## config.mk

```make
export PLATFORM = sky130hd
export DESIGN_NAME = bounded_stack_with_palindrome_check_core
export DESIGN_NICKNAME = d
export VERILOG_FILES = /design/src/rtl/core/bstk_pkg.sv /design/src/rtl/core/bstk_ram.sv /design/src/rtl/core/bstk_dp.sv /design/src/rtl/core/bstk_ctrl.sv /design/src/rtl/core/bounded_stack_with_palindrome_check_core.sv
export SDC_FILE = /design/constraint.sdc
export NUM_CORES = 1
export LEC_CHECK = 0
export BUFFER_PORTS_ARGS = -buffer_cell sky130_fd_sc_hd__buf_4
export CAP_MARGIN = 20
export CELL_PAD_IN_SITES_DETAIL_PLACEMENT = 0
export CELL_PAD_IN_SITES_GLOBAL_PLACEMENT = 2
export CORE_MARGIN = 2
export CORE_UTILIZATION = 45
export DETAILED_ROUTE_END_ITERATION = 8
export GPL_TIMING_DRIVEN = 0
export PLACE_DENSITY_LB_ADDON = 0.15
export SLEW_MARGIN = 20
export SYNTH_ARGS = -nofsm -noshare
export SYNTH_HDL_FRONTEND = slang
export SYNTH_SLANG_ARGS = --single-unit
```

## constraint.sdc

```tcl
create_clock -name clk -period 8.79 [get_ports clk]
set_clock_uncertainty 0.2 [all_clocks]
set_input_delay 0.879 -clock clk [delete_from_list [all_inputs] [get_ports clk]]
set_output_delay 0.879 -clock clk [all_outputs]
set_load 0.05 [all_outputs]
```

## src/rtl/core/bstk_pkg.sv

```systemverilog
// Shared types, result codes and width helpers for the bounded stack core.
// Used by every module under rtl/core and by the port checker.
package bstk_pkg;

	localparam int unsigned DEFAULT_DEPTH = 16;
	localparam int unsigned WORD_W        = 32;

	typedef enum logic [2:0] {
		CMD_PUSH    = 3'd0,
		CMD_POP     = 3'd1,
		CMD_PEEK    = 3'd2,
		CMD_PAL     = 3'd3,
		CMD_DISPLAY = 3'd4
	} cmd_e;

	localparam logic [1:0] ST_OK       = 2'd0;
	localparam logic [1:0] ST_OVERFLOW = 2'd1;
	localparam logic [1:0] ST_EMPTY    = 2'd2;

	typedef struct packed {
		logic [2:0]               cmd;
		logic signed [WORD_W-1:0] push_value;
	} req_t;

	typedef struct packed {
		logic signed [WORD_W-1:0] data;
		logic [1:0]               status;
		logic                     is_palindrome;
		logic                     last;
	} rsp_t;

	typedef enum logic [2:0] {
		SEL_PUSH_OK,
		SEL_OVERFLOW,
		SEL_EMPTY,
		SEL_DATA,
		SEL_PAL_TRUE,
		SEL_PAL_FALSE
	} rsp_sel_e;

	// Commands from the controller to the datapath.
	typedef struct packed {
		logic     start;
		logic     start_top;
		logic     push;
		logic     pop;
		logic     step_lo;
		logic     step_hi;
		logic     emit;
		rsp_sel_e sel;
		logic     last;
	} dp_cmd_t;

	// Status from the datapath to the controller.
	typedef struct packed {
		logic empty;
		logic full;
		logic short_fill;
		logic out_free;
		logic match;
		logic span_le2;
		logic at_top;
	} dp_stat_t;

	function automatic int unsigned addr_w(input int unsigned depth);
		return (depth > 1) ? $clog2(depth) : 1;
	endfunction

	function automatic int unsigned cnt_w(input int unsigned depth);
		return $clog2(depth + 1);
	endfunction

endpackage

```

## src/rtl/core/bstk_ram.sv

```systemverilog
// Generic RAM: one write port and two read ports with registered read data.
// Depends only on bstk_pkg for the address width helper and the default sizes.
module bstk_ram #(
	parameter int unsigned WIDTH = bstk_pkg::WORD_W,
	parameter int unsigned DEPTH = bstk_pkg::DEFAULT_DEPTH
) (
	input  logic                                   clk,
	input  logic                                   we,
	input  logic [bstk_pkg::addr_w(DEPTH)-1:0]     waddr,
	input  logic [WIDTH-1:0]                       wdata,
	input  logic [bstk_pkg::addr_w(DEPTH)-1:0]     raddr_a,
	input  logic [bstk_pkg::addr_w(DEPTH)-1:0]     raddr_b,
	output logic [WIDTH-1:0]                       rdata_a,
	output logic [WIDTH-1:0]                       rdata_b
);
	import bstk_pkg::*;

	logic [WIDTH-1:0] mem_q [DEPTH];

	always_ff @(posedge clk) begin
		if (we) begin
			mem_q[waddr] <= wdata;
		end
		rdata_a <= mem_q[raddr_a];
		rdata_b <= mem_q[raddr_b];
	end

endmodule

```

## src/rtl/core/bstk_dp.sv

```systemverilog
// Datapath of the stack core: fill count, walk pointers, storage RAM and
// the result register. Depends on bstk_pkg and bstk_ram.
module bstk_dp #(
	parameter int unsigned DEPTH = bstk_pkg::DEFAULT_DEPTH
) (
	input  logic               clk,
	input  logic               arst_n,
	input  bstk_pkg::req_t     req,
	input  bstk_pkg::dp_cmd_t  cmd,
	output bstk_pkg::dp_stat_t stat,
	input  logic               rsp_stall,
	output logic               rsp_valid,
	output bstk_pkg::rsp_t     rsp
);
	import bstk_pkg::*;

	localparam int unsigned AW = addr_w(DEPTH);
	localparam int unsigned CW = cnt_w(DEPTH);

	logic [CW-1:0]     fill_q;
	logic [CW-1:0]     fill_m1;
	logic [AW-1:0]     top_idx;
	logic [AW-1:0]     lo_q;
	logic [AW-1:0]     hi_q;
	logic [AW-1:0]     span;
	logic [WORD_W-1:0] rd_a;
	logic [WORD_W-1:0] rd_b;
	logic              rsp_valid_q;
	rsp_t              rsp_q;
	rsp_t              rsp_next;

	assign fill_m1 = fill_q - CW'(1);
	assign top_idx = fill_m1[AW-1:0];
	assign span    = hi_q - lo_q;

	bstk_ram #(
		.WIDTH (WORD_W),
		.DEPTH (DEPTH)
	) u_ram (
		.clk     (clk),
		.we      (cmd.push),
		.waddr   (fill_q[AW-1:0]),
		.wdata   (req.push_value),
		.raddr_a (lo_q),
		.raddr_b (hi_q),
		.rdata_a (rd_a),
		.rdata_b (rd_b)
	);

	always_comb begin
		stat.empty      = (fill_q == '0);
		stat.full       = (fill_q == CW'(DEPTH));
		stat.short_fill = (fill_q <= CW'(1));
		stat.out_free   = !rsp_valid_q || !rsp_stall;
		stat.match      = (rd_a == rd_b);
		stat.span_le2   = ((AW+2)'(span) <= (AW+2)'(2));
		stat.at_top     = (lo_q == hi_q);
	end

	always_comb begin
		rsp_next               = '0;
		rsp_next.last          = cmd.last;
		unique case (cmd.sel)
			SEL_PUSH_OK:   rsp_next.status = ST_OK;
			SEL_OVERFLOW:  rsp_next.status = ST_OVERFLOW;
			SEL_EMPTY:     rsp_next.status = ST_EMPTY;
			SEL_DATA:      rsp_next.data   = rd_a;
			SEL_PAL_TRUE:  rsp_next.is_palindrome = 1'b1;
			SEL_PAL_FALSE: rsp_next.is_palindrome = 1'b0;
			default:       rsp_next.status = ST_OK;
		endcase
	end

	always_ff @(posedge clk or negedge arst_n) begin
		if (!arst_n) begin
			fill_q      <= '0;
			rsp_valid_q <= 1'b0;
		end else begin
			if (cmd.push) begin
				fill_q <= fill_q + CW'(1);
			end else if (cmd.pop) begin
				fill_q <= fill_m1;
			end
			if (cmd.emit) begin
				rsp_valid_q <= 1'b1;
			end else if (!rsp_stall) begin
				rsp_valid_q <= 1'b0;
			end
		end
	end

	// Walk pointers and result payload carry no reset.
	always_ff @(posedge clk) begin
		if (cmd.start) begin
			lo_q <= cmd.start_top ? top_idx : '0;
			hi_q <= top_idx;
		end else begin
			if (cmd.step_lo) begin
				lo_q <= lo_q + AW'(1);
			end
			if (cmd.step_hi) begin
				hi_q <= hi_q - AW'(1);
			end
		end
		if (cmd.emit) begin
			rsp_q <= rsp_next;
		end
	end

	assign rsp_valid = rsp_valid_q;
	assign rsp       = rsp_q;

endmodule

```

## src/rtl/core/bstk_ctrl.sv

```systemverilog
// Controller of the stack core: decodes each command and sequences reads,
// the palindrome walk and the display walk. Depends on bstk_pkg.
module bstk_ctrl (
	input  logic               clk,
	input  logic               arst_n,
	input  logic               req_valid,
	input  logic [2:0]         req_cmd,
	output logic               req_stall,
	input  bstk_pkg::dp_stat_t stat,
	output bstk_pkg::dp_cmd_t  cmd
);
	import bstk_pkg::*;

	typedef enum logic [1:0] {
		S_IDLE,
		S_ADDR,
		S_EVAL
	} state_t;

	state_t state_q, state_d;
	cmd_e   op_q, op_d;
	logic   accept;

	assign req_stall = !(state_q == S_IDLE && stat.out_free);
	assign accept    = req_valid && !req_stall;

	always_comb begin
		state_d = state_q;
		op_d    = op_q;
		cmd     = '0;
		cmd.sel = SEL_PUSH_OK;
		unique case (state_q)
			S_IDLE: begin
				if (accept) begin
					unique case (req_cmd) inside
						CMD_PUSH: begin
							cmd.emit = 1'b1;
							cmd.last = 1'b1;
							cmd.sel  = stat.full ? SEL_OVERFLOW : SEL_PUSH_OK;
							cmd.push = !stat.full;
						end
						CMD_POP, CMD_PEEK, CMD_DISPLAY: begin
							if (stat.empty) begin
								cmd.emit = 1'b1;
								cmd.last = 1'b1;
								cmd.sel  = SEL_EMPTY;
							end else begin
								cmd.start     = 1'b1;
								cmd.start_top = (req_cmd != CMD_DISPLAY);
								op_d          = cmd_e'(req_cmd);
								state_d       = S_ADDR;
							end
						end
						CMD_PAL: begin
							// Zero or one entry always reads the same both ways.
							if (stat.short_fill) begin
								cmd.emit = 1'b1;
								cmd.last = 1'b1;
								cmd.sel  = SEL_PAL_TRUE;
							end else begin
								cmd.start = 1'b1;
								op_d      = CMD_PAL;
								state_d   = S_ADDR;
							end
						end
						default: ;
					endcase
				end
			end
			S_ADDR: begin
				state_d = S_EVAL;
			end
			S_EVAL: begin
				unique case (op_q) inside
					CMD_POP, CMD_PEEK: begin
						if (stat.out_free) begin
							cmd.emit = 1'b1;
							cmd.last = 1'b1;
							cmd.sel  = SEL_DATA;
							cmd.pop  = (op_q == CMD_POP);
							state_d  = S_IDLE;
						end
					end
					CMD_PAL: begin
						if (!stat.match || stat.span_le2) begin
							if (stat.out_free) begin
								cmd.emit = 1'b1;
								cmd.last = 1'b1;
								cmd.sel  = stat.match ? SEL_PAL_TRUE : SEL_PAL_FALSE;
								state_d  = S_IDLE;
							end
						end else begin
							cmd.step_lo = 1'b1;
							cmd.step_hi = 1'b1;
							state_d     = S_ADDR;
						end
					end
					default: begin
						if (stat.out_free) begin
							cmd.emit = 1'b1;
							cmd.last = stat.at_top;
							cmd.sel  = SEL_DATA;
							if (stat.at_top) begin
								state_d = S_IDLE;
							end else begin
								cmd.step_lo = 1'b1;
								state_d     = S_ADDR;
							end
						end
					end
				endcase
			end
			default: state_d = S_IDLE;
		endcase
	end

	always_ff @(posedge clk or negedge arst_n) begin
		if (!arst_n) begin
			state_q <= S_IDLE;
			op_q    <= CMD_PUSH;
		end else begin
			state_q <= state_d;
			op_q    <= op_d;
		end
	end

endmodule

```

## src/rtl/core/bounded_stack_with_palindrome_check_core.sv

```systemverilog
// Bounded LIFO stack with palindrome check. Push, and any command that finds
// the stack empty, full or too short, registers its result in the cycle after
// the transfer and takes a new command every cycle unless the result stalls.
// Pop, peek, each compared pair of the palindrome walk and each entry of the
// display walk pass through the address and evaluate states (registered RAM read).
// Reset (arst_n low) empties the stack and drops any pending result.
module bounded_stack_with_palindrome_check_core #(
	parameter int unsigned STACK_DEPTH = bstk_pkg::DEFAULT_DEPTH
) (
	input  logic           clk,
	input  logic           arst_n,
	input  logic           req_valid,
	output logic           req_stall,
	input  bstk_pkg::req_t req,
	output logic           rsp_valid,
	input  logic           rsp_stall,
	output bstk_pkg::rsp_t rsp
);
	import bstk_pkg::*;

	dp_cmd_t  dp_cmd;
	dp_stat_t dp_stat;

	bstk_ctrl u_ctrl (
		.clk       (clk),
		.arst_n    (arst_n),
		.req_valid (req_valid),
		.req_cmd   (req.cmd),
		.req_stall (req_stall),
		.stat      (dp_stat),
		.cmd       (dp_cmd)
	);

	bstk_dp #(
		.DEPTH (STACK_DEPTH)
	) u_dp (
		.clk       (clk),
		.arst_n    (arst_n),
		.req       (req),
		.cmd       (dp_cmd),
		.stat      (dp_stat),
		.rsp_stall (rsp_stall),
		.rsp_valid (rsp_valid),
		.rsp       (rsp)
	);

endmodule

```

[Word level (Yosys, flattened, before mapping)]
Memory sizes are Yosys's and may differ from the RTL's. A register that Yosys moved wholly into a read port is not among the register bits.
Index checks and enable logic that the tools add are counted.
Cells by class
  $lt $le $gt $ge: 2
  reductions and logical operators: 20
  equality and inequality tests: 25
  add/subtract/negate cells: 5
  multiplexer cells: 53
Operator list (number)
  $mux W5: 9
  $eq A32 B32 Y1: 1
  $mux W4: 5
  $pmux W5 S2: 2
  $eq A3 B2 Y1 const B: 6
  $mux W1: 16
  $mux W2: 8
  $mux W3: 5
  $pmux W5 S3: 1
  $ne A3 B3 Y1 const B: 4
  $pmux W2 S2: 3
  $reduce_and A5 Y1: 2
  $eq A3 B1 Y1 const B: 3
  $reduce_bool A2 Y1: 4
  $eq A3 B3 Y1 const B: 2
  $pmux W2 S3: 1
  $pmux W3 S2: 1
  $add A5 B1 Y5 const B: 1
  $eq A5 B5 Y1 const B: 1
  $le A5 B1 Y1 const B: 1
  $logic_not A1 Y1: 5
  $logic_not A5 Y1: 1
  $sub A5 B1 Y5 const B: 1
  $add A4 B1 Y4 const B: 1
  other kinds (16): 21
Word-level totals
  memory bits (writable): 512
  logic and storage cells: 116
  output and inout bits: 38
  flip-flop bits (word level): 55
  memories kept: 1
  input bits: 39
Memory list
  u_dp.u_ram.mem_q: depth 16, bits a word 32, read ports 2, clocked after memory_dff 2, wr ports 1, RTL line bstk_ram.sv:18  | logic [WIDTH-1:0] mem_q [DEPTH];

[Longest topological paths before layout]
  depth after elaboration: 8
  mapped depth: 11
  depth with buffers taken out: 7

[Cells and area by module]
A second synthesis with hierarchy kept.
Second synthesis, totals
  cells, all modules: 1411
  area, all modules: 27277.4 µm²
By module, submodules not included
  bstk_ram: area an instance 24203.2 µm², instances 1, seq. area each 16656.0 µm², cells each 1141
  bstk_dp: area an instance 2600.0 µm², instances 1, seq. area each 1471.4 µm², cells each 213
  bstk_ctrl: area an instance 474.2 µm², instances 1, seq. area each 125.1 µm², cells each 57

[Worst setup path after synthesis]
Ideal clock, no wire load.
  path kind: reg2reg
  from: register u_dp.lo_q[2]
  to: register u_dp.rsp_q (netlist bit u_dp.rsp[0]), enable pin
  library setup time: 0.479 ns
  path buffers: 3
  stages on the path, launching flop included: 11
  period minus slack after synthesis: 5.501 ns
  data arrival time: 4.822 ns
  setup slack: 3.289 ns
  data required time: 8.111 ns
  path through: edfxtp_1 > buf_2 > buf_1 > inv_1 > ha_1 > a21oi_1 > and3_1 > o221a_1 > and4b_1 > clkbuf_1 > o21ai_0
RTL lines
  from (decl): RTL line bstk_dp.sv:23  | logic [AW-1:0] lo_q;
  from (signal assigned): RTL line bstk_dp.sv:95  | lo_q <= cmd.start_top ? top_idx : '0;
  from (signal assigned): RTL line bstk_dp.sv:99  | lo_q <= lo_q + AW'(1);
  to (signal assigned): RTL line bstk_dp.sv:106  | rsp_q <= rsp_next;
  to (decl): RTL line bstk_dp.sv:29  | rsp_t rsp_q;

==> run summary <==
VDD IR max - 0.0001431 V
Met3 routed WL - 5.026 mm
Worst slew pin tran - 1154 ps
H-tree Lvls - 3
Starting Density - 0.4544
Crit path time final - 4647 ps
Final hold vios - 0
CP Class - register to register
Max Cap Violations - 0
Post-synth top flop - edfxtp_1
Critical path peak fanout - 15
Final setup fails - 0
Layout fillers - 4,664
Syn_nets - 1,298
DR WL met2 - 37.90 mm
Leak - 0.01034 uW
Flop and latch count out of synthesis - 631
Power, Total - 8828 uW
CTS Buf Count - 68
Via count of the first global-routing pass - 14,770
Post-DP HPWL - 51.05 mm
Clock buffer depth - 3
Drt total wl - 77.30 mm
IO Count - 77
Tightest Hold Check Type - register to register
Setup_tns - 0 ps
Syn_area_per_cell - 21.98 um^2
Critical Path Max Stage Delay - 910 ps
Most frequent CP cell - clkbuf_1
Final period util - 0.5287
Vias - 14,270
Vias per std cell - 6.243
Critical path cell sequence - clkbuf_1 -> clkbuf_1 -> inv_1 -> fa_1 -> xor2_1 -> o221a_1 -> and4b_1 -> clkbuf_1 -> o21ai_4 -> buf_16
Chip Width - 250.9 um
Crit end category - register
Drt wl/cell - 33.81 um
Final Cell Area - 32,040 um^2
Post-synth ARST share - 0.01743
Met1 WL - 32.49 mm
Top Layer Used - met4
Footprint of the multi-input gates - 8801 um^2
Worst EP arrival - 4750 ps
Core area - 60,360 um^2
Yosys warns - 0
Die H - 250.9 um
Relative slew slack - 0.2307
Seq/Total Area, Yosys - 0.6655
Total Routing Usage GR - 0.2510
Total die area - 62,940 um^2
Final Wtd Congestion - 0.7640
Status - finished clean
Cell Area, Synth - 27,430 um^2
P per Cell Area - 275.6 nW/um^2
DR DRC count - 0
Netlist cell types - 53
Global route total overflow - 0
CP bufs+invs - 5
Largest net degree at the start of global routing - 20
Internal reg-to-reg setup slack - 4140 ps
Slew Viols, Final - 0
CTS tree - yes
Clock slew at reported path FFs - 60 ps
Final layout net count - 1,497
F_max - 215.2 MHz
Root Buffer - clkbuf_16
Final Core Density - 0.5308
Placed cell areas - 29,890 um^2
Critical Path Source Type - register
Drt initial violations - 1,513
Synth Instances - 1,248
Post-CTS Setup Bufs - 0
I/O Buffers - 75
Rows - 90
Required @ worst endpoint - 8890 ps
Share of cells above drive strength 1 - 0.4015
RSZ-0062 raised after global routing - no
Delay-heaviest family, CP - buffers and inverters
Final antenna-violating net count - 0
Max stage delay cell, worst path - clkbuf_1
EDFF count, synth - 556
Initial antenna violation count - 4
First-pass GRT wire length - 108.7 mm
P&R area growth vs syn - 16.80%
Num Clock Sinks - 631
Sequential cell area - 18,250 um^2
Clk_lat worst skew - 620 ps
Router iterations before antenna repair - 5
tightest hold or removal path: cells and delay by family (launching register included):
family / cells / cell delay [ps]
DFF: 1 / 380
and+or+nand+nor: 1 / 70
AOI/OAI and AO/OA: 1 / 60
report_power, final:
part | leakage [uW] | switching [uW] | internal, uW
combinational | 0.00361 | 1350 | 1030
clock | 0.00103 | 1170 | 1610
sequential | 0.00570 | 138 | 3530
total | 0.0103 | 2660 | 6160
metal layers:
| layer | GRT usage | vias to the layer above |
|---|---|---|
| li1 | - | 5789 |
| met1 | 0.3562 | 7826 |
| met2 | 0.4063 | 538 |
| met3 | 0.04318 | 118 |
| met4 | 0.06854 | 0 |
| met5 | 0 | - |
through the flow:
step	hold WS, ps	std cells	setup slack, ps
3_3_place_gp	314.2	2105	-1020
5_1_grt	357.0	2285	3956
3_5_place_dp	337.3	2158	4146
4_1_cts	340.8	2284	4129
6_report	352.6	2286	4143
2_1_floorplan	291.7	1248	3289
final cells by class:
type                            count  area share
Multi-Input combinational cell    523      0.2747
Timing Repair Buffer              129     0.04288
Clock buffer                      105     0.06034
Sequential cell                   631      0.5698
Inverter                           10    0.001172
Antenna cell                        2   0.0001562
Buffer                             84     0.01437
Tap cell                          782     0.03054
Clock inverter                     20    0.006054
synth_stat cells, drive strengths merged, types with 3 or more instances:
library cell  instances  area, um^2
buf                  51       330.3
edfxtp              556       16700
ha                   10       125.1
dfxtp                64        1281
inv                  10       37.54
nor4                  3       33.78
nand4                 7       43.79
nand2                10       40.04
and4b                 3       30.03
mux2i                 4       40.04
and2                 32       200.2
o21ai                 6       30.02
nor2                 18       67.56
mux2                  3       33.78
o22ai                 5       31.28
xnor2                38       332.8
clkbuf               33       123.9
nor3                  9       45.04
mux4                320        7207
a211o                 3       26.28
o211ai                3       22.52
a21oi                 7       38.79
xor2                  7       61.31
dfrtp                11       275.3
nand3                 8       40.04
nand2b                4       25.02
cell usage in the layout, fill, tap and decap left out, types with 4 or more instances in the layout:
| cell | instances |
|---|---|
| mux2i_1 | 4 |
| inv_1 | 10 |
| nand2_1 | 9 |
| buf_6 | 19 |
| nor2_4 | 11 |
| buf_4 | 105 |
| clkinv_2 | 6 |
| clkbuf_16 | 70 |
| mux4_2 | 320 |
| clkbuf_1 | 62 |
| nor2_1 | 7 |
| buf_2 | 16 |
| clkbuf_8 | 5 |
| inv_6 | 4 |
| buf_1 | 13 |
| and2_1 | 32 |
| xor2_1 | 7 |
| dfxtp_1 | 64 |
| buf_12 | 18 |
| o22ai_1 | 5 |
| a21oi_1 | 6 |
| clkinv_1 | 6 |
| o21ai_0 | 4 |
| edfxtp_1 | 556 |
| nand2b_1 | 4 |
| xnor2_1 | 38 |
| nand3_1 | 8 |
| buf_16 | 7 |
| nand4_1 | 7 |
| nor3_1 | 5 |
| ha_1 | 10 |
| dfrtp_1 | 11 |
| nor3_2 | 4 |
logic make-up after synthesis:
group,share of synthesized area
and+or+nand+nor,0.02427
adders and majority gates,0.005292
AOI/OAI and AO/OA,0.007208
xor gates and xnor gates,0.01437
muxes,0.2655
DFF,0.6655
buffers and inverters,0.01793
timing repair:
action                                  4_1_cts  5_1_grt
endpoints found under the setup margin        0        0
hold endpoints to repair                     11        0
gates resized for setup                       0        0
hold buffers                                  1        0
worst paths after layout:
kind                                                 end  cells past startpoint                           from
max                           u_dp.rsp[18]$_SDFFCE_PP0P_                     10         u_dp.hi_q[1]$_DFFE_PP_
min                        u_ctrl.state_q[1]$_DFFE_PN0P_                      2  u_ctrl.state_q[0]$_DFFE_PN0P_
max reg2reg                   u_dp.rsp[18]$_SDFFCE_PP0P_                     10         u_dp.hi_q[1]$_DFFE_PP_
min reg2reg                u_ctrl.state_q[1]$_DFFE_PN0P_                      2  u_ctrl.state_q[0]$_DFFE_PN0P_
max in group asynchronous     u_ctrl.op_q[2]$_DFFE_PN0P_                      2                         arst_n
min in group asynchronous     u_dp.fill_q[3]$_DFFE_PN0P_                      2                         arst_n
sequential cells by signal (all words and copies together) (netlist names):
| register | count |
|---|---|
| u_dp.fill_q | 5 |
| u_dp.u_ram.mem_q | 512 |
| u_dp.u_ram.rdata_a | 32 |
| u_ctrl.op_q | 3 |
| u_dp.lo_q | 4 |
| u_dp.rsp_valid | 1 |
| u_dp.u_ram.rdata_b | 32 |
| u_ctrl.state_q | 2 |
| u_dp.rsp | 36 |
| u_dp.hi_q | 4 |
Power figures use the tool's default switching activity.
